**config.mk**
```make
export PLATFORM = sky130hd
export DESIGN_NAME = hexrnd_round
export DESIGN_NICKNAME = d
export VERILOG_FILES = /design/src/hexrnd_pkg.sv /design/src/hexrnd_round.sv
export SDC_FILE = /design/constraint.sdc
export NUM_CORES = 1
export LEC_CHECK = 0
export BUFFER_PORTS_ARGS = -buffer_cell sky130_fd_sc_hd__buf_2
export CAP_MARGIN = 10
export CORE_MARGIN = 2
export CORE_UTILIZATION = 34
export CTS_CLUSTER_SIZE = 10
export DETAILED_ROUTE_END_ITERATION = 8
export HOLD_SLACK_MARGIN = 0.08
export REMOVE_ABC_BUFFERS = 1
export SLEW_MARGIN = 20
export SYNTH_ARGS = -nofsm -noshare
export SYNTH_HDL_FRONTEND = slang
export SYNTH_SLANG_ARGS = --single-unit
```
**constraint.sdc**
```tcl
create_clock -name clk -period 5.21 [get_ports clk]
set_clock_uncertainty 0.15 [all_clocks]
set_input_delay 0.2605 -clock clk [delete_from_list [all_inputs] [get_ports clk]]
set_output_delay 0.2605 -clock clk [all_outputs]
set_load 0.005 [all_outputs]
```
**src/hexrnd_pkg.sv**
```systemverilog
`timescale 1ns / 1ps
// Package for the pixel-to-hex cube rounding block.
// Holds widths, register codes, reset values and payload types; no dependencies.
package hexrnd_pkg;

    localparam int COORD_BITS = 8;
    localparam int FRAC_BITS  = 38;

    localparam int POINT_W = 24;
    localparam int REL_W   = POINT_W + 1;
    localparam int COEF_W  = 16;
    localparam int INV_W   = 16;
    localparam int PROD_W  = REL_W + COEF_W;
    localparam int SUM_W   = PROD_W + 1;
    localparam int SPLIT_W = 21;
    localparam int HI_W    = SUM_W - SPLIT_W;
    localparam int PLO_W   = SPLIT_W + INV_W;
    localparam int PHI_W   = HI_W + INV_W + 1;
    localparam int FIX_W   = SUM_W + INV_W + 1;
    localparam int ERR_W   = FRAC_BITS;

    localparam int CFG_IDX_W  = 3;
    localparam int CFG_DATA_W = 24;

    localparam logic [CFG_IDX_W-1:0] CFG_ORIGIN_X = 3'd0;
    localparam logic [CFG_IDX_W-1:0] CFG_ORIGIN_Y = 3'd1;
    localparam logic [CFG_IDX_W-1:0] CFG_INV_SIZE = 3'd2;
    localparam logic [CFG_IDX_W-1:0] CFG_COEF_A   = 3'd3;
    localparam logic [CFG_IDX_W-1:0] CFG_COEF_B   = 3'd4;
    localparam logic [CFG_IDX_W-1:0] CFG_COEF_C   = 3'd5;
    localparam logic [CFG_IDX_W-1:0] CFG_COEF_D   = 3'd6;

    typedef struct packed {
        logic signed [POINT_W-1:0] point_x;
        logic signed [POINT_W-1:0] point_y;
    } point_t;

    typedef struct packed {
        logic signed [COORD_BITS-1:0] cube_q;
        logic signed [COORD_BITS-1:0] cube_r;
        logic signed [COORD_BITS-1:0] cube_s;
    } cube_t;

    typedef struct packed {
        logic signed [POINT_W-1:0] origin_x;
        logic signed [POINT_W-1:0] origin_y;
        logic        [INV_W-1:0]   inv_cell_size;
        logic signed [COEF_W-1:0]  coef_a;
        logic signed [COEF_W-1:0]  coef_b;
        logic signed [COEF_W-1:0]  coef_c;
        logic signed [COEF_W-1:0]  coef_d;
    } cfg_t;

    typedef struct packed {
        logic signed [FIX_W-1:0] q;
        logic signed [FIX_W-1:0] r;
        logic signed [FIX_W-1:0] s;
    } fix_t;

    localparam cfg_t CFG_RESET = '{
        origin_x:      24'sd0,
        origin_y:      24'sd0,
        inv_cell_size: 16'd2048,
        coef_a:        16'sd9459,
        coef_b:        -16'sd5461,
        coef_c:        16'sd0,
        coef_d:        16'sd10923
    };

endpackage

```
**src/hexrnd_round.sv**
```systemverilog
`timescale 1ns / 1ps
// Two-stage cube rounding: round half away from zero with error magnitudes,
// then rebuild the axis with the largest error from the other two.
// Depends on hexrnd_pkg.
module hexrnd_round (
    input  logic              clk,
    input  logic              rst_n,
    input  logic              in_valid,
    output logic              in_ready,
    input  hexrnd_pkg::fix_t  in_data,
    output logic              out_valid,
    input  logic              out_ready,
    output hexrnd_pkg::cube_t out_data
);
    import hexrnd_pkg::*;

    typedef struct packed {
        logic [COORD_BITS-1:0] val;
        logic [ERR_W-1:0]      err;
    } rnd_t;

    function automatic rnd_t round_fix(input logic signed [FIX_W-1:0] v);
        logic                  neg;
        logic [FIX_W-1:0]      m;
        logic [FRAC_BITS-1:0]  frac;
        logic                  up;
        logic [COORD_BITS-1:0] n;
        rnd_t                  res;
        neg      = v[FIX_W-1];
        m        = neg ? -v : v;
        frac     = m[FRAC_BITS-1:0];
        up       = frac[FRAC_BITS-1];
        n        = m[FRAC_BITS +: COORD_BITS] + COORD_BITS'(up);
        res.val  = neg ? -n : n;
        res.err  = up ? -frac : frac;
        return res;
    endfunction

    logic [1:0] vld_reg;
    logic [1:0] vld_next;
    logic [1:0] rdy;

    rnd_t  q_rnd_reg, q_rnd_next;
    rnd_t  r_rnd_reg, r_rnd_next;
    rnd_t  s_rnd_reg, s_rnd_next;
    cube_t cube_reg, cube_next;

    assign rdy[1]    = !vld_reg[1] || out_ready;
    assign rdy[0]    = !vld_reg[0] || rdy[1];
    assign in_ready  = rdy[0];
    assign out_valid = vld_reg[1];
    assign out_data  = cube_reg;

    always_comb
    begin
        vld_next = vld_reg;
        if (rdy[0])
            vld_next[0] = in_valid;
        if (rdy[1])
            vld_next[1] = vld_reg[0];
    end

    always_comb
    begin
        q_rnd_next = round_fix(in_data.q);
        r_rnd_next = round_fix(in_data.r);
        s_rnd_next = round_fix(in_data.s);

        cube_next.cube_q = q_rnd_reg.val;
        cube_next.cube_r = r_rnd_reg.val;
        cube_next.cube_s = s_rnd_reg.val;
        priority if (q_rnd_reg.err > r_rnd_reg.err && q_rnd_reg.err > s_rnd_reg.err)
            cube_next.cube_q = -(r_rnd_reg.val + s_rnd_reg.val);
        else if (r_rnd_reg.err > s_rnd_reg.err)
            cube_next.cube_r = -(q_rnd_reg.val + s_rnd_reg.val);
        else
            cube_next.cube_s = -(q_rnd_reg.val + r_rnd_reg.val);
    end

    always_ff @(posedge clk or negedge rst_n)
    begin
        if (!rst_n)
            vld_reg <= '0;
        else
            vld_reg <= vld_next;
    end

    always_ff @(posedge clk)
    begin
        if (rdy[0])
        begin
            q_rnd_reg <= q_rnd_next;
            r_rnd_reg <= r_rnd_next;
            s_rnd_reg <= s_rnd_next;
        end
        if (rdy[1])
            cube_reg <= cube_next;
    end

endmodule

```
After elaboration in Yosys (flattened, before gate mapping)
Cells that the tools add are included.
{"block": "op_classes", "n_addsub": 18, "magnitude_cmp": 3, "muxes": 13, "reduce_logical": 5}
{"cell": "$mux W46", "n": 3}
{"cell": "$neg A46 Y46", "n": 3}
{"cell": "$gt A38 B38 Y1", "n": 3}
{"cell": "$neg A38 Y38", "n": 3}
{"cell": "$mux W37", "n": 3}
{"cell": "$mux W8", "n": 6}
{"cell": "$neg A8 Y8", "n": 6}
{"cell": "$add A8 B1 Y8", "n": 3}
{"cell": "$add A8 B8 Y8", "n": 3}
{"cell": "$mux W16", "n": 1}
{"cell": "$logic_not A1 Y1", "n": 2}
{"cell": "$logic_or A1 B1 Y1", "n": 2}
{"cell": "$logic_and A1 B1 Y1", "n": 1}
{"block": "word_totals", "register_bits": 164, "inputBits": 181, "output_inout_bits": 26}

Longest topological paths before layout
{"block": "depth", "word_depth": 5, "depth_mapped": 18, "depth_no_buf": 15}

Worst setup path after synthesis
Ideal clock, no wire load.
{"block": "synth_timing", "path_type": "flip-flop to flip-flop", "start": "register vld_reg[1]", "end": "register q_rnd_reg[0] in the netlist's numbering (enable)", "setup_ps": 1527, "t_arrival_ps": 3440, "slack_ps": 93, "path_stages_with_launch": 2, "path_buffers": 0, "synth_period_minus_slack_ps": 5117, "cell_sequence": "dfrtp_1 -> nand3b_1"}
{"block": "synth_between", "elab_chain_cells": 3}
{"element": "from (decl)", "line": "hexrnd_round.sv:39", "rtl": "logic [1:0] vld_reg;"}
{"element": "from (signal assigned)", "line": "hexrnd_round.sv:85", "rtl": "vld_reg <= vld_next;"}
{"element": "$logic_not A1 Y1", "line": "hexrnd_round.sv:48", "rtl": "assign rdy[1] = !vld_reg[1] || out_ready;"}
{"element": "$logic_or A1 B1 Y1", "line": "hexrnd_round.sv:48"}
{"element": "$logic_or A1 B1 Y1", "line": "hexrnd_round.sv:49", "rtl": "assign rdy[0] = !vld_reg[0] || rdy[1];"}
{"element": "net in_ready", "line": "hexrnd_round.sv:9", "rtl": "output logic in_ready,"}
{"element": "to (signal assigned)", "line": "hexrnd_round.sv:92", "rtl": "q_rnd_reg <= q_rnd_next;"}
{"element": "to (decl)", "line": "hexrnd_round.sv:43", "rtl": "rnd_t q_rnd_reg, q_rnd_next;"}
The timed path passes the listed nets, and every way through them passes these cells.
A chain may end at the register's enable or synchronous reset.

==> impl_metrics.ini <==
[status]
outcome = completed

[logic_synthesis]
share_of_synthesized_registers_carrying_an_async_set_or_reset_pct = 1.220
synth_sequential_area_ratio_pct = 30.67
synth_edf_count = 162
synth_top_family_by_area = compound AO/OA/AOI/OAI gates
synth-xor-area-share_pct = 16.02
yosys_register_bits = 164
synth_compound_gate_area_share_pct = 16.43
synthSimpleGateAreaFrac_pct = 15.94
mappedNetlistArea_um2 = 16020
synthesis.area_per_instance_um2 = 9.047
synth_mux_area_share_pct = 2.616
synth_top_area_cell = sky130_fd_sc_hd__edfxtp_1
post_synth_inst_count = 1771
synth_adder_area_share_pct = 13.49
yosys.area.top_type_share_pct = 30.36
synth.distinct_cells = 68
synth.yosys.warnings = 0
netlist_top_cells_area = sky130_fd_sc_hd__edfxtp_1 30%, sky130_fd_sc_hd__ha_1 13%, sky130_fd_sc_hd__xnor2_1 8.7%, sky130_fd_sc_hd__xor2_1 7.3%, sky130_fd_sc_hd__inv_1 3.2%
synthFlopType = sky130_fd_sc_hd__edfxtp_1

[power_and_ir_drop]
vdd_ir_drop_max_v = 0.0002463
power.static_leakage_nw = 7.574
powerDensity_nw_per_um2 = 316.6

[grt]
track_usage_pct = 17.73
via_count_of_the_first_global_routing_pass = 13210
grt_util_met2_pct = 31.79
grt_pass1_wl_mm = 69.52
gr-total-overflow = 0
grt_max_degree = 141
antenna_violations_before_repair = 4
global_route.usage.met1_pct = 21.73
gr-max-usage-layer = met2
grt_util_met3_pct = 3.001

[drt]
drt_pass1_iterations = 5
ant_nets = 0
avgRoutedWirePerCell_um = 17.53
remaining_drc_errors = 0
route.final.wire_length_mm = 44.62
drt_first_iter_violations = 931
via_per_inst = 5.351
detailroute.via_count = 13620

[worst_setup_path]
r2r.worst_path.cells = 12
critPathMaxFanout = 7
critical_path_arrival_ps = 4650
critPathKind = primary input to register
r2r_slack_ps = 1510
timing.critical_path.to_type = register
regToRegStartpoint = s_rnd_reg[1]
timing.critical_path.from_type = primary input
timing.critical_path.required_ps = 5260
crit-reg2reg-capture = out_data[9]

[layout]
final_design_utilization_pct = 39.25
fraction_of_final_layout_cells_with_drive_strength_greater_than_1_pct = 13.27
area_of_all_placed_cells_without_fillers_um2 = 18270
n_fill_cell = 4736
layout-area-overhead-vs-synth_pct = 14.05
design.final.nets = 2275
layout_common_cells = 170 x sky130_fd_sc_hd__buf_2, 168 x sky130_fd_sc_hd__ha_1, 162 x sky130_fd_sc_hd__edfxtp_1, 159 x sky130_fd_sc_hd__xnor2_1, 135 x sky130_fd_sc_hd__inv_1
most_frequent_standard_cell_in_the_layout_excluding_fill_and_tap_cells = sky130_fd_sc_hd__buf_2

[clock_tree]
clock_tree_from_tritoncts = done
ctsRootBufferMaster = sky130_fd_sc_hd__clkbuf_16
cts_buffers = 17
htree_levels = 4
max_root_sink_buffers = 2
insertion_delay_ps = 450
path_clk_slew_ps = 70
cts.sinks = 164
postCtsSetupRepairBufs = 0

[timing]
fmaxAchievable_mhz = 217.4
final-hold-violation-count = 0
tightestPinTransition_ps = 1000
whs_ps = 111.6
rsz0062_at_grt = no
setup_violations = 0
report.final.slew_viol_count = 0
slew_headroom_pct = 33.32
setup_total_negative_slack_ps = 0
final.min_clock_period_ps = 4600
min_period_over_period_pct = 88.30

[die]
die_area_um2 = 48880
initial_core_util_pct = 34.42
die-width_um = 221.1
floorplan.core_area_um2 = 46560
ioPinCount = 207
die_h_um = 221.1
core.rowCount = 79

[min_path]
min_path_cells = 3
hp-start = in_data[1]
timing.hold.worst_endpoint = s_rnd_reg[1]
worst_hold_path_type = primary input to register

[placed_design]
globalplace.congestion = 0.9004
dp_hpwl_mm = 36.55
postPlaceCellArea_um2 = 17550
portBuffers = 170

[run]
maxCapViolations = 0
## what timing repair did
item                                   4_1_cts  5_1_grt
hold buffers                                12        0
resized for setup                            0        0
endpoints found under the hold margin       12        0
## cells in the mapped netlist (4+ instances only)
master / n
sky130_fd_sc_hd__buf_1: 10
sky130_fd_sc_hd__or3_1: 30
sky130_fd_sc_hd__o21a_1: 12
sky130_fd_sc_hd__nor4_1: 12
sky130_fd_sc_hd__mux2i_1: 25
sky130_fd_sc_hd__a21boi_0: 6
sky130_fd_sc_hd__o21ai_0: 96
sky130_fd_sc_hd__o31a_1: 4
sky130_fd_sc_hd__a211oi_1: 5
sky130_fd_sc_hd__o31ai_1: 44
sky130_fd_sc_hd__clkbuf_1: 59
sky130_fd_sc_hd__nor3_1: 38
sky130_fd_sc_hd__or2_2: 11
sky130_fd_sc_hd__o22ai_1: 5
sky130_fd_sc_hd__a21o_1: 51
sky130_fd_sc_hd__ha_1: 168
sky130_fd_sc_hd__nand4_1: 44
sky130_fd_sc_hd__or4_1: 27
sky130_fd_sc_hd__a31oi_1: 17
sky130_fd_sc_hd__and3_1: 11
sky130_fd_sc_hd__nand2b_1: 17
sky130_fd_sc_hd__nor2_1: 93
sky130_fd_sc_hd__a41oi_1: 7
sky130_fd_sc_hd__mux2_2: 15
sky130_fd_sc_hd__xnor2_1: 159
sky130_fd_sc_hd__o41ai_1: 31
sky130_fd_sc_hd__inv_1: 135
sky130_fd_sc_hd__nand3_1: 36
sky130_fd_sc_hd__xor2_1: 134
sky130_fd_sc_hd__nor2b_1: 20
sky130_fd_sc_hd__nand2_1: 125
sky130_fd_sc_hd__a21oi_1: 87
sky130_fd_sc_hd__a211o_1: 4
sky130_fd_sc_hd__edfxtp_1: 162
sky130_fd_sc_hd__and2_1: 10
sky130_fd_sc_hd__o211ai_1: 8
## metal layers
| layer | up-vias | wire length (um) |
|---|---|---|
| li1 | 6756 | - |
| met1 | 6481 | 18820 |
| met2 | 315 | 22760 |
| met3 | 63 | 1992 |
| met4 | 4 | 1018 |
| met5 | - | 28 |
## final cells by class
cell class,count,area [um^2],share of cell area [%]
sequential,164,4915,26.89
antenna,2,5.005,0.02739
clock buffer,18,429.2,2.349
inverter,136,510.5,2.794
tap,607,759.5,4.156
timing repair buffer,203,1141,6.244
clock inverter,14,170.2,0.9312
multi-input combinational,1401,10340,56.60
## worst max path at each step
stage,from,endpoint,cells past startpoint
after floorplan,in_data[131],q_rnd_reg[45],14
after global placement,in_data[131],q_rnd_reg[45],15
after detailed placement,in_data[131],q_rnd_reg[45],15
after CTS,in_data[118],q_rnd_reg[45],16
after global routing,in_data[0],s_rnd_reg[45],16
final,in_data[118],q_rnd_reg[45],16
## stage by stage
stage	total power [mW]	std cells	setup slack (ps)
floorplan	3.736	1701	-314.0
global placement	4.425	2499	319.7
detailed placement	4.512	2499	256.5
CTS	5.840	2543	662.4
global route	6.222	2545	299.0
finish	5.785	2545	609.5
## kinds of logic after synthesis
| kind of cell | after synthesis |
|---|---|
| AND/OR/NAND/NOR | 496 |
| AO/OA/AOI/OAI | 401 |
| XOR/XNOR | 293 |
| buffers and inverters | 206 |
| adder cells (fa/ha/maj) | 171 |
| flip-flops | 164 |
| multiplexers | 40 |
## power breakdown
part / internal (mW) / leakage, nW / switching [mW]
logic: 1.11 / 5.61 / 1.35
registers: 1.87 / 1.67 / 0.157
clock network: 0.722 / 0.287 / 0.577
total: 3.70 / 7.57 / 2.08
## worst max-delay path, stage by stage
cell and delay, ps:
sky130_fd_sc_hd__dlygate4sd3_1 520, sky130_fd_sc_hd__buf_2 160, sky130_fd_sc_hd__nor3_1 540, sky130_fd_sc_hd__nand2_1 260, sky130_fd_sc_hd__or4_1 480, sky130_fd_sc_hd__or2_2 410
sky130_fd_sc_hd__nand2_1 120, sky130_fd_sc_hd__xor2_1 210, sky130_fd_sc_hd__inv_1 80, sky130_fd_sc_hd__ha_1 200, sky130_fd_sc_hd__ha_1 210, sky130_fd_sc_hd__xor2_1 200
sky130_fd_sc_hd__or3_1 340, sky130_fd_sc_hd__or3_1 350, sky130_fd_sc_hd__o31ai_2 210, sky130_fd_sc_hd__xnor2_1 100
No activity file was read; power rests on OpenSTA's default activity.
