## src/hexrnd_pkg.sv

```systemverilog
`timescale 1ns / 1ps
// Package for the pixel-to-hex cube rounding block.
// Holds widths, register codes, reset values and payload types; no dependencies.
package hexrnd_pkg;

    localparam int COORD_BITS = 8;
    localparam int FRAC_BITS  = 38;

    localparam int POINT_W = 24;
    localparam int REL_W   = POINT_W + 1;
    localparam int COEF_W  = 16;
    localparam int INV_W   = 16;
    localparam int PROD_W  = REL_W + COEF_W;
    localparam int SUM_W   = PROD_W + 1;
    localparam int SPLIT_W = 21;
    localparam int HI_W    = SUM_W - SPLIT_W;
    localparam int PLO_W   = SPLIT_W + INV_W;
    localparam int PHI_W   = HI_W + INV_W + 1;
    localparam int FIX_W   = SUM_W + INV_W + 1;
    localparam int ERR_W   = FRAC_BITS;

    localparam int CFG_IDX_W  = 3;
    localparam int CFG_DATA_W = 24;

    localparam logic [CFG_IDX_W-1:0] CFG_ORIGIN_X = 3'd0;
    localparam logic [CFG_IDX_W-1:0] CFG_ORIGIN_Y = 3'd1;
    localparam logic [CFG_IDX_W-1:0] CFG_INV_SIZE = 3'd2;
    localparam logic [CFG_IDX_W-1:0] CFG_COEF_A   = 3'd3;
    localparam logic [CFG_IDX_W-1:0] CFG_COEF_B   = 3'd4;
    localparam logic [CFG_IDX_W-1:0] CFG_COEF_C   = 3'd5;
    localparam logic [CFG_IDX_W-1:0] CFG_COEF_D   = 3'd6;

    typedef struct packed {
        logic signed [POINT_W-1:0] point_x;
        logic signed [POINT_W-1:0] point_y;
    } point_t;

    typedef struct packed {
        logic signed [COORD_BITS-1:0] cube_q;
        logic signed [COORD_BITS-1:0] cube_r;
        logic signed [COORD_BITS-1:0] cube_s;
    } cube_t;

    typedef struct packed {
        logic signed [POINT_W-1:0] origin_x;
        logic signed [POINT_W-1:0] origin_y;
        logic        [INV_W-1:0]   inv_cell_size;
        logic signed [COEF_W-1:0]  coef_a;
        logic signed [COEF_W-1:0]  coef_b;
        logic signed [COEF_W-1:0]  coef_c;
        logic signed [COEF_W-1:0]  coef_d;
    } cfg_t;

    typedef struct packed {
        logic signed [FIX_W-1:0] q;
        logic signed [FIX_W-1:0] r;
        logic signed [FIX_W-1:0] s;
    } fix_t;

    localparam cfg_t CFG_RESET = '{
        origin_x:      24'sd0,
        origin_y:      24'sd0,
        inv_cell_size: 16'd2048,
        coef_a:        16'sd9459,
        coef_b:        -16'sd5461,
        coef_c:        16'sd0,
        coef_d:        16'sd10923
    };

endpackage

```

## src/hexrnd_cfg.sv

```systemverilog
`timescale 1ns / 1ps
// Configuration register file: origin, reciprocal cell size, inverse matrix.
// Depends on hexrnd_pkg.
module hexrnd_cfg (
    input  logic                              clk,
    input  logic                              rst_n,
    input  logic                              cfg_valid,
    output logic                              cfg_ready,
    input  logic [hexrnd_pkg::CFG_IDX_W-1:0]  cfg_index,
    input  logic [hexrnd_pkg::CFG_DATA_W-1:0] cfg_data,
    output hexrnd_pkg::cfg_t                  cfg
);
    import hexrnd_pkg::*;

    cfg_t cfg_reg;
    cfg_t cfg_next;

    assign cfg_ready = 1'b1;
    assign cfg       = cfg_reg;

    always_comb
    begin
        cfg_next = cfg_reg;
        if (cfg_valid)
        begin
            unique case (cfg_index)
                CFG_ORIGIN_X: cfg_next.origin_x      = cfg_data[POINT_W-1:0];
                CFG_ORIGIN_Y: cfg_next.origin_y      = cfg_data[POINT_W-1:0];
                CFG_INV_SIZE: cfg_next.inv_cell_size = cfg_data[INV_W-1:0];
                CFG_COEF_A:   cfg_next.coef_a        = cfg_data[COEF_W-1:0];
                CFG_COEF_B:   cfg_next.coef_b        = cfg_data[COEF_W-1:0];
                CFG_COEF_C:   cfg_next.coef_c        = cfg_data[COEF_W-1:0];
                CFG_COEF_D:   cfg_next.coef_d        = cfg_data[COEF_W-1:0];
                default:      cfg_next               = cfg_reg;
            endcase
        end
    end

    always_ff @(posedge clk or negedge rst_n)
    begin
        if (!rst_n)
            cfg_reg <= CFG_RESET;
        else
            cfg_reg <= cfg_next;
    end

endmodule

```

## config.mk

```make
export PLATFORM = sky130hd
export DESIGN_NAME = hexrnd_cfg
export DESIGN_NICKNAME = d
export VERILOG_FILES = /design/src/hexrnd_pkg.sv /design/src/hexrnd_cfg.sv
export SDC_FILE = /design/constraint.sdc
export NUM_CORES = 1
export LEC_CHECK = 0
export ABC_AREA = 1
export BUFFER_PORTS_ARGS = -buffer_cell sky130_fd_sc_hd__buf_2
export CORE_ASPECT_RATIO = 1.2
export CORE_MARGIN = 3
export CORE_UTILIZATION = 40
export CTS_CLUSTER_SIZE = 16
export DETAILED_ROUTE_END_ITERATION = 10
export PLACE_DENSITY = 0.66
export SYNTH_ARGS = -nofsm -noshare
export SYNTH_HDL_FRONTEND = slang
export SYNTH_SLANG_ARGS = --single-unit
```

## constraint.sdc

```tcl
create_clock -name clk -period 0.8 [get_ports clk]
set_input_delay 0.16 -clock clk [delete_from_list [all_inputs] [get_ports clk]]
set_output_delay 0.16 -clock clk [all_outputs]
set_load 0.01 [all_outputs]
```

After elaboration in Yosys (flattened, before gate mapping). Index checks and enable logic that the tools add are counted.

Bits in registers: 128. Word-level logic and storage cells: 21. Input bits: 30. Output and inout port bits: 129.

Equality and inequality tests: 6. Reductions and logical operators: 8.

Operators with widths (number): AND reduction 2 bit (7); == test 3 bit, second input constant (3); == test 3 x 2 -> 1 bit, second input constant (2); == test 3 x 1 -> 1 bit, second input constant (1); zero test 3 bit (1).

Longest topological paths before layout. Gate-level depths: netlist of run 1.

Word-level depth: 2. Mapped depth: 6. Depth with buffers taken out: 5.

Worst setup path before layout of run 1. OpenSTA, ideal clock, no wires.

Path type: in2reg. Start point: input cfg_index[0] (netlist bit). End point: register cfg_reg, in the netlist cfg[104]. Setup slack: -0.107 ns. Setup time: 0.117 ns. Arrival: 0.790 ns. Stages on the path: 5. Cells stage by stage: nor2_2 > nand2_1 > buf_2 > nand2_1 > nand2_1.

Word-level cells in the longest chain between the ends: 2.

Ends and longest elaborated chain: start: declaration (RTL line hexrnd_cfg.sv:9) `input logic [hexrnd_pkg::CFG_IDX_W-1:0] cfg_index,`; zero test 3 bit (RTL line hexrnd_cfg.sv:26) `unique case (cfg_index)`; AND reduction 2 bit (no source line); end signal: assignment (RTL line hexrnd_cfg.sv:44) `cfg_reg <= cfg_next;`; end: declaration (RTL line hexrnd_cfg.sv:15) `cfg_t cfg_reg;`.

No other way between the ends. A chain may end at the register's enable or synchronous reset.

Final worst setup path of run 1.
Start point: register cfg_reg, in the netlist cfg[1]. End point: output cfg[1] (netlist bit).

RTL lines: end: declaration (RTL line hexrnd_cfg.sv:11) `output hexrnd_pkg::cfg_t cfg`.

No word-level cell between the ends.

==> results.txt, run 1 <==
DR DRC count = 0
Die Area = 14400 um^2
Critical path's top delay family = flip-flops
Clock transition at path regs = 60 ps
Gate power share = 24.3%
DPL Wire Length = 10500 um
Synth-to-layout area growth = 51.6%
Critical path fanouts, max = 2
IO Pins = 159
RSZ-0062 raised after global routing = yes
Via/cell ratio = 4.83
CTS HTree Levels = 4
Synth top area cells = dfrtp_1 (49%), nand2_1 (22%), dfstp_2 (14%)
Avg Inst Size Synth = 9.19 um^2
CP endpoint kind = primary output
Min-Delay Path Class = in2reg
Worst skew pair latency = 420 ps
Final WS setup = -434 ps
# nets final = 832
1st-pass router iterations = 5
Vias in the first global route = 4638
Antenna diodes = 0
Total track usage = 22.5%
Port-buffer cells = 157
Largest register FFs = 128
Initial DRC Count = 271
Cell Chain, Critical Path = buf_6
Post-synthesis net count = 596
Layout cells sized above 1 = 39.8%
Failing checks = setup timing
Syn. warnings = 0
CTS tree = yes
Worst path required time = 640 ps
Switching Share = 28.2%
Slowest cell on crit path = dfstp_2
Power Density = 2830 nW/um^2
Slew Limit Fails = 0
VDD IR max = 0.00143 V
Switching power = 6.30 mW
CP max stage delay = 550 ps
WS Path Type = reg2out
Final Hold Viols = 0
Final period util = 154%
Number of synthesized register bits = 128
Gpl congestion = 0.795
First-pass GRT wire length = 24400 um
WL/cell = 16.3 um
Largest net degree at the start of global routing = 39
Count of cell types in the netlist = 16
DIE HEIGHT = 131 um
Internal power = 16.0 mW
Status = complete, but fails checks
Clock Tree Buf Depth = 2
FILL cells = 1044
Crit path time final = 1230 ps
Antenna viol nets, final = 0
Crit path buffers/inverters = 1
# setup viols final = 139
Die X = 110 um
Share of the synthesized area in the top cell type = 48.6%
Initial core utilization = 41.0%
Root Buffer = clkbuf_16
Total Routed Length = 15900 um
Worst EP arrival = 1070 ps
Post-synthesis cell area = 5200 um^2
Synth area leader = dfrtp_1
Sequential power share = 39.1%
Fmax = 0.810 GHz
Seq/Total Area, Yosys = 62.3%
Clock sinks = 128
CTS buffer count = 17
Row count = 45
Setup tns final = -41500 ps
Clock share of power = 36.7%
Initial antenna violation count = 0
Grt ovf = 0
Max-Cap Viols = 0
Worst Setup Start Kind = flop
Leak = 4.34 nW
Setup WS pre-CTS = -399 ps
Post-Syn Instances = 566
Skew final = 0 ps
DR vias = 4726
Core area = 12700 um^2
## metal layers
| metal | routed length, um | global-route usage, % | vias up |
|---|---|---|---|
| met5 | 0 | 0 | - |
| met4 | 450 | 8.95 | 0 |
| met3 | 1020 | 5.75 | 30 |
| met2 | 8070 | 36.6 | 162 |
| met1 | 6370 | 28.7 | 2282 |
| li1 | - | - | 2252 |
## cell families (layout without fill, tap and decap cells)
kind of cell,Yosys count,in the layout,synth area share (%)
buffers and inverters,34,283,4.65
DFF,128,128,62.3
other,1,1,0.0721
and+or+nand+nor,403,403,33.0
## layout by cell type, fill, tap and decap left out
| cell | instances |
|---|---|
| clkbuf_8 | 1 |
| buf_6 | 66 |
| nand3_1 | 80 |
| nor2_4 | 6 |
| clkbuf_16 | 17 |
| nand2_2 | 7 |
| inv_6 | 2 |
| inv_12 | 2 |
| buf_2 | 96 |
| dfstp_2 | 27 |
| conb_1 | 1 |
| bufinv_16 | 4 |
| nand2_8 | 2 |
| inv_2 | 1 |
| nor2_8 | 1 |
| buf_4 | 67 |
| nand2_1 | 301 |
| nand2_4 | 6 |
| clkinvlp_4 | 3 |
| buf_12 | 10 |
| clkinv_4 | 2 |
| dlygate4sd3_1 | 6 |
| dfrtp_1 | 101 |
| clkinv_2 | 4 |
| inv_1 | 2 |
## cell usage after synthesis (all sizes together)
library cell	n
dfstp	27
nand2	316
inv	6
conb	1
dfrtp	101
nand3	80
buf	28
nor2	7
## layout make-up
class	instances	area, um^2	area share [%]
clock buffer	18	439	5.57
clock inverter	14	189	2.40
inverter	6	52.6	0.667
multi-input combinational	404	1770	22.5
sequential	128	3240	41.1
tap	164	205	2.60
timing repair buffer	245	1990	25.2
## worst paths after layout
kind                            end         start  slack [ps]  depth (start not counted)
max                          cfg[1]        cfg[1]        -430                          1
min                        cfg[103]  cfg_data[23]           9                          3
max reg2reg                cfg[122]      cfg[122]         -70                          4
min reg2reg                 cfg[41]       cfg[41]         470                          2
max in group asynchronous   cfg[75]         rst_n         120                          3
min in group asynchronous   cfg[19]         rst_n         150                          2
## power by group through the flow
stage | sequential, mW | combinational [mW] | clock [mW]
CTS | 8.68 | 4.90 | 8.30
finish | 8.72 | 5.42 | 8.19
floorplan | 9.20 | 1.24 | 0
global route | 8.85 | 5.94 | 8.59
detailed placement | 8.66 | 3.90 | 0
global placement | 8.63 | 3.80 | 0
## worst reg2reg max path: cells and delay by family, from the launching register on
kind                   cells  cell delay [ps]
buffers and inverters      2              260
DFF                        1              400
and+or+nand+nor            2              110
## repair_timing
item	in CTS	in global routing
endpoints found under the hold margin	110	0
hold buffers	6	0
pin swaps	1	10
resized for setup	58	27
endpoints found under the setup margin	128	149
buffers inserted	32	28
## per-stage QoR
| stage | cells | instance area, um^2 | utilization, % | hold slack (ps) | total power, mW |
|---|---|---|---|---|---|
| finish | 979 | 7880 | 62.2 | 9.02 | 22.3 |
| CTS | 952 | 7550 | 59.6 | 0.120 | 21.9 |
| global route | 979 | 7880 | 62.2 | 16.0 | 23.4 |
| global placement | 882 | 6310 | 49.8 | 36.3 | 12.4 |
| floorplan | 566 | 5260 | - | -136 | 10.4 |
| detailed placement | 882 | 6310 | 49.8 | 38.9 | 12.6 |
No activity file was read; power rests on OpenSTA's default activity.
==> run 2: changes to the inputs <==
--- a/config.mk
+++ b/config.mk
@@ -9,10 +9,11 @@
 export BUFFER_PORTS_ARGS = -buffer_cell sky130_fd_sc_hd__buf_2
 export CORE_ASPECT_RATIO = 1.2
 export CORE_MARGIN = 3
-export CORE_UTILIZATION = 40
+export CORE_UTILIZATION = 51
 export CTS_CLUSTER_SIZE = 16
 export DETAILED_ROUTE_END_ITERATION = 10
-export PLACE_DENSITY = 0.66
+export PLACE_DENSITY = 0.8
+export SLEW_MARGIN = 30
 export SYNTH_ARGS = -nofsm -noshare
 export SYNTH_HDL_FRONTEND = slang
 export SYNTH_SLANG_ARGS = --single-unit
==> run 2 against run 1 <==
Against the previous run: the run still ends with setup timing left; clock skew stayed put; global-route usage is 6.2 points higher; die area is 21% lower; critical endpoint is now cfg[47].
==> results.txt, run 2 (synthesized netlist as in run 1, its figures left out) <==
Failing checks = setup timing (unchanged)
DIE HEIGHT = 117 um (was 131 um)
Fmax = 0.811 GHz (was 0.810 GHz)
Synth-to-layout area growth = 50.2% (was 51.6%)
Port-buffer cells = 157 (unchanged)
Max-Cap Viols = 0 (unchanged)
Initial antenna violation count = 0 (unchanged)
CP endpoint kind = primary output (unchanged)
Setup tns final = -41230 ps (was -41500 ps)
# nets final = 839 (was 832)
Final period util = 154% (about the same)
First-pass GRT wire length = 25400 um (was 24400 um)
Critical path fanouts, max = 2 (unchanged)
DR DRC count = 0 (unchanged)
Total track usage = 28.7% (was 22.5%)
Power Density = 2820 nW/um^2 (was 2830 nW/um^2)
Hold EP = cfg[120] (was cfg[103])
Hold_ws = 11.2 ps (was 9.02 ps)
M1 GR Usage = 33.9% (was 28.7%)
Commonest non-fill, non-tap cell in the layout = nand2_1 (unchanged)
# setup viols final = 140 (was 139)
Leak = 4.34 nW (about the same)
Worst path required time = 640 ps (about the same)
Grt ovf = 0 (unchanged)
Row count = 39 (was 45)
Vias in the first global route = 4973 (was 4638)
Antenna diodes = 0 (unchanged)
WL/cell = 17.3 um (was 16.3 um)
GR met2 Demand/Resource = 50.9% (was 36.6%)
Skew final = 0 ps (unchanged)
Die X = 98.2 um (was 110 um)
Clock Tree Buf Depth = 2 (unchanged)
Slowest cell on crit path = dfstp_2 (unchanged)
Via/cell ratio = 5.23 (was 4.83)
Cell Chain, Critical Path = buf_6 (unchanged)
Worst Setup Start Kind = flop (unchanged)
IO Pins = 159 (unchanged)
DR vias = 4939 (was 4726)
FILL cells = 585 (was 1044)
Final Hold Viols = 0 (unchanged)
Final WS setup = -433 ps (was -434 ps)
CTS tree = yes (unchanged)
Antenna viol nets, final = 0 (unchanged)
R2R Path End = cfg[0] (was cfg[122])
1st-pass router iterations = 5 (unchanged)
Slew Limit Fails = 0 (unchanged)
VDD IR max = 0.00186 V (was 0.00143 V)
Initial DRC Count = 338 (was 271)
Hold Crit Start = cfg_data[16] (was cfg_data[23])
Min-Delay Path Class = in2reg (unchanged)
DPL Wire Length = 10200 um (was 10500 um)
Worst reg2reg path depth = 4 (unchanged)
Largest net degree at the start of global routing = 59 (was 39)
Clock sinks = 128 (unchanged)
Total Routed Length = 16400 um (was 15900 um)
Crit path buffers/inverters = 1 (unchanged)
Cells after DPL = 844 (was 882)
Die Area = 11400 um^2 (was 14400 um^2)
Grt peak-use layer = met2 (unchanged)
CP max stage delay = 560 ps (was 550 ps)
Met3 Usage GRT = 6.69% (was 5.75%)
Hold path depth = 3 (unchanged)
R2r startpoint = cfg[0] (was cfg[122])
Clock transition at path regs = 60 ps (about the same)
Post-route insts no fill = 945 (was 979)
Layout cells sized above 1 = 41.0% (was 39.8%)
Status = complete, but fails checks (unchanged)
Setup WS pre-CTS = -419 ps (was -399 ps)
Core area = 9710 um^2 (was 12700 um^2)
CTS buffer count = 17 (unchanged)
WS Path Type = reg2out (unchanged)
Worst EP arrival = 1070 ps (about the same)
Crit path time final = 1230 ps (about the same)
RSZ-0062 raised after global routing = yes (unchanged)
R2R setup slack = -120 ps (was -70 ps)
Root Buffer = clkbuf_16 (unchanged)
Critical path's top delay family = flip-flops (unchanged)
Worst skew pair latency = 410 ps (was 420 ps)
Commonest cells after routing, fill and taps aside = nand2_1 (294), buf_2 (105), dfrtp_1 (101), nand3_1 (80), buf_4 (74) (was nand2_1 (301), dfrtp_1 (101), buf_2 (96), nand3_1 (80), buf_4 (67))
CTS HTree Levels = 4 (unchanged)
Initial core utilization = 53.5% (was 41.0%)
Gpl congestion = 0.843 (was 0.795)
Largest register FFs = 128 (unchanged)
-- run 2: cell count changes in the layout (fill, tap and decap cells not counted), sizes merged --
cell,before,now
buf,239,246
clkbuf,18,22
bufinv,4,3
clkinv,6,5
dlygate4sd3,6,5
inv,7,6
-- run 2: where the power goes --
group	internal (mW)	switching, mW	leakage, nW
registers	7.89	0.844	1.55
clock network	5.03	2.76	0.289
logic	2.83	2.66	2.50
total	15.8	6.26	4.34
-- run 2: timing repair --
item	4_1_cts	5_1_grt
gates resized for setup	45	33
hold buffers	5	0
hold endpoints to repair	109	0
buffers inserted	32	39
setup endpoints to repair	129	171
pin swaps	4	10
-- run 2: worst min-delay path, cell delays in order --
cell	delay (ps)
buf_2	90
nand3_1	70
nand2_1	70
-- run 2: final cells by class --
| type | instances | area (um^2) | share of cell area, % |
|---|---|---|---|
| Timing Repair Buffer | 252 | 1970 | 25.3 |
| Tap cell | 123 | 154 | 1.97 |
| Multi-Input combinational cell | 404 | 1800 | 23.0 |
| Sequential cell | 128 | 3240 | 41.5 |
| Clock inverter | 11 | 138 | 1.76 |
| Inverter | 6 | 52.6 | 0.673 |
| Clock buffer | 21 | 460 | 5.90 |
-- run 2: metal layers --
layer  up-vias  wire [um]
met2       238       8810
met5         -          0
met1      2397       5990
met3        48       1120
met4         0        449
li1       2256          -
-- run 2: worst max path at each step --
| stage | startpoint | endpoint | slack [ps] | cells past startpoint |
|---|---|---|---|---|
| 4_1_cts | cfg[47] | cfg[47] | -430 | 1 |
| 6_report | cfg[47] | cfg[47] | -430 | 1 |
| 5_1_grt | cfg[47] | cfg[47] | -460 | 1 |
| 2_1_floorplan | cfg_index[0] | cfg[21] | -40 | 6 |
| 3_3_place_gp | cfg_index[0] | cfg[119] | -380 | 5 |
| 3_5_place_dp | cfg_index[0] | cfg[104] | -420 | 5 |
-- run 2: through the flow --
stage                     utilization [%]  cell area (um^2)  total power, mW
after CTS                            76.6              7440             21.3
after detailed placement             64.5              6260             12.5
final                                80.4              7810             22.0
after floorplan                         -              5260             10.4
after global placement               64.5              6260             12.4
after global routing                 80.4              7810             23.0
==> run 3: changes to the inputs <==
--- a/config.mk
+++ b/config.mk
@@ -5,14 +5,13 @@
 export SDC_FILE = /design/constraint.sdc
 export NUM_CORES = 1
 export LEC_CHECK = 0
-export ABC_AREA = 1
 export BUFFER_PORTS_ARGS = -buffer_cell sky130_fd_sc_hd__buf_2
 export CORE_ASPECT_RATIO = 1.2
 export CORE_MARGIN = 3
 export CORE_UTILIZATION = 51
 export CTS_CLUSTER_SIZE = 16
 export DETAILED_ROUTE_END_ITERATION = 10
-export PLACE_DENSITY = 0.8
+export PLACE_DENSITY = 0.81
 export SLEW_MARGIN = 30
 export SYNTH_ARGS = -nofsm -noshare
 export SYNTH_HDL_FRONTEND = slang
==> run 3 against run 2 <==
Against the previous run: fmax down 9.7%; highest routed layer unchanged; area after synthesis down 3.9%; worst setup slack worse by 130 ps; global-route usage up 0.099 points; critical path type unchanged; sequential power up 8.1%; count of clock-buffer cells in the layout down 3; synthesized cell count down 50%; the run still ends with setup timing left; power up 18%; die area down 3.7%; critical path depth unchanged.
==> results.txt, run 3 <==
Status = complete, but fails checks (unchanged)
Failing checks = setup timing (unchanged)
VDD IR max = 0.00304 V (was 0.00186 V)
CTS tree = yes (unchanged)
Gate power share = 31.7% (was 24.9%)
Power Density = 2990 nW/um^2 (was 2820 nW/um^2)
Initial core utilization = 53.9% (was 53.5%)
CTS HTree Levels = 4 (unchanged)
First-pass GRT wire length = 22900 um (was 25400 um)
Sequential power share = 36.4% (was 39.7%)
Clock sinks = 128 (unchanged)
Initial DRC Count = 301 (was 338)
Number of synthesized register bits = 128 (unchanged)
Cell Chain, Critical Path = buf_6 (unchanged)
Post-synthesis net count = 311 (was 596)
Hold_ws = 14.3 ps (was 11.2 ps)
Switching Share = 28.9% (was 28.4%)
Post-synthesis cell area = 5000 um^2 (was 5200 um^2)
IO Pins = 159 (unchanged)
Antenna viol nets, final = 0 (unchanged)
Leak = 4.27 nW (was 4.34 nW)
CP max stage delay = 560 ps (about the same)
Final WS setup = -565 ps (was -433 ps)
# setup viols final = 222 (was 140)
Antenna diodes = 0 (unchanged)
Worst Setup Start Kind = flop (unchanged)
CP endpoint kind = primary output (unchanged)
EDFF count, synth = 0 (unchanged)
Core area = 9270 um^2 (was 9710 um^2)
Fin util = 93.8% (was 80.4%)
Via/cell ratio = 5.54 (was 5.23)
DIE HEIGHT = 114 um (was 117 um)
Commonest non-fill, non-tap cell in the layout = buf_6 (was nand2_1)
Seq/Total Area, Yosys = 64.8% (was 62.3%)
Vias in the first global route = 4000 (was 4973)
Die X = 96.4 um (was 98.2 um)
Share of the synthesized area in the top cell type = 50.6% (was 48.6%)
M1 GR Usage = 35.1% (was 33.9%)
Grt peak-use layer = met2 (unchanged)
Met3 Usage GRT = 7.36% (was 6.69%)
Hold path depth = 2 (was 3)
Critical path's top delay family = flip-flops (unchanged)
Count of cell types in the netlist = 13 (was 16)
Total track usage = 28.8% (was 28.7%)
Crit path time final = 1370 ps (was 1230 ps)
Initial antenna violation count = 0 (unchanged)
Slew Limit Fails = 0 (unchanged)
RSZ-0062 raised after global routing = yes (unchanged)
Largest register FFs = 128 (unchanged)
Synth top area cells = dfrtp_1 (51%), mux2_2 (21%), dfstp_2 (14%) (was dfrtp_1 (49%), nand2_1 (22%), dfstp_2 (14%))
Grt ovf = 0 (unchanged)
Most frequent cell after synthesis = dfrtp_1 (was nand2_1)
Worst EP arrival = 1210 ps (was 1070 ps)
DPL Wire Length = 8360 um (was 10200 um)
Max-Cap Viols = 0 (unchanged)
Top cells by count, synth = dfrtp_1 (101), mux2_2 (95), dfstp_2 (27) (was nand2_1 (309), dfrtp_1 (101), nand3_1 (80))
Worst path required time = 640 ps (about the same)
Largest net degree at the start of global routing = 51 (was 59)
Fmax = 0.732 GHz (was 0.811 GHz)
Min-Delay Path Class = in2reg (unchanged)
Die Area = 11000 um^2 (was 11400 um^2)
Clock Tree Buf Depth = 2 (unchanged)
Critical path fanouts, max = 2 (unchanged)
Crit path buffers/inverters = 1 (unchanged)
WL/cell = 28.4 um (was 17.3 um)
1st-pass router iterations = 4 (was 5)
WS Path Type = reg2out (unchanged)
Cell depth of the worst setup path = 1 (unchanged)
DR vias = 3897 (was 4939)
Port-buffer cells = 157 (unchanged)
Gpl congestion = 0.792 (was 0.843)
DR DRC count = 0 (unchanged)
Commonest cells after routing, fill and taps aside = buf_6 (130), dfrtp_1 (101), mux2_4 (95), buf_2 (86), mux2_2 (33) (was nand2_1 (294), buf_2 (105), dfrtp_1 (101), nand3_1 (80), buf_4 (74))
Worst reg2reg path depth = 3 (was 4)
Switching power = 7.51 mW (was 6.26 mW)
Final period util = 171% (was 154%)
# nets final = 601 (was 839)
Final Hold Viols = 0 (unchanged)
Root Buffer = clkbuf_8 (was clkbuf_16)
Post-Syn Instances = 281 (was 566)
Synth area leader = dfrtp_1 (unchanged)
Worst skew pair latency = 530 ps (was 410 ps)
Setup WS pre-CTS = -660 ps (was -419 ps)
Skew final = 0 ps (unchanged)
Avg Inst Size Synth = 17.8 um^2 (was 9.19 um^2)
Clock share of power = 31.9% (was 35.4%)
Total power = 26.0 mW (was 22.0 mW)
Row count = 38 (was 39)
Clock transition at path regs = 60 ps (about the same)
Slowest cell on crit path = dfstp_2 (unchanged)
Main synth FF type = dfrtp_1 (unchanged)
Async SR Flop Fraction = 100% (unchanged)
Syn. warnings = 0 (unchanged)
Synth-to-layout area growth = 74.0% (was 50.2%)
Internal power = 18.5 mW (was 15.8 mW)
Total Routed Length = 20000 um (was 16400 um)
GR met2 Demand/Resource = 49.1% (was 50.9%)
Layout cells sized above 1 = 78.4% (was 41.0%)
CTS buffer count = 17 (unchanged)
==> run 3: cell count changes after synthesis, sizes merged <==
cell / delta
buf: -11
inv: -6
mux2: +128
nand2: -316
nand3: -80
nand4b: +3
nor2: -7
nor4b: +1
nor4bb: +3
==> run 3: power groups by stage <==
stage | registers, mW | logic (mW) | clock network, mW
after floorplan | 9.63 | 1.91 | 0
after global placement | 8.94 | 4.67 | 0
after detailed placement | 9.01 | 4.82 | 0
after CTS | 9.04 | 6.60 | 8.07
after global routing | 9.53 | 8.59 | 8.60
final | 9.45 | 8.25 | 8.28
==> run 3: timing repair <==
| item | in CTS | in global routing |
|---|---|---|
| endpoints found under the setup margin | 198 | 205 |
| cloned | 2 | 3 |
| hold endpoints to repair | 238 | 0 |
| pin swaps | 3 | 3 |
| gates resized for setup | 91 | 89 |
| buffers inserted | 53 | 61 |
| hold buffers | 24 | 0 |
==> run 3: per-stage QoR <==
stage               instances  cell area (um^2)  TNS (ps)
finish                    704              8690    -67110
detailed placement        559              6310    -70260
floorplan                 281              5270    -52420
CTS                       670              8050    -59610
global route              704              8690    -71550
global placement          559              6310    -67260
==> run 3: final cells by class <==
class,instances,area (um^2)
flip-flops and latches,128,3240
multi-input cells,136,1950
clock buffers,18,428
fillers,240,579
clock inverters,14,189
well taps,120,150
repair buffers,288,2740
==> run 3: kinds of logic (layout without fill, tap and decap cells) <==
group / after synthesis / after routing / share of synthesized area, %
buf+inv: 17 / 320 / 2.80
mux: 128 / 128 / 30.4
simple gates: 7 / 7 / 1.98
other cells: 1 / 1 / 0.0751
flops: 128 / 128 / 64.8
==> run 3: layer usage <==
| metal | up-vias | share of wire [%] |
|---|---|---|
| met5 | - | 0 |
| met4 | 0 | 5.6 |
| met3 | 78 | 6.4 |
| met2 | 225 | 52 |
| met1 | 2013 | 36 |
| li1 | 1581 | - |
==> run 3: worst paths after layout <==
| path | startpoint | to | slack [ps] |
|---|---|---|---|
| worst min-delay path | cfg_data[8] | cfg[56] | 10 |
| worst min register to register | cfg[50] | cfg[50] | 510 |
| worst max register to register | cfg[42] | cfg[42] | -240 |
| max in group asynchronous | rst_n | cfg[60] | 80 |
| worst max-delay path | cfg[33] | cfg[33] | -570 |
| min in group asynchronous | rst_n | cfg[51] | 190 |
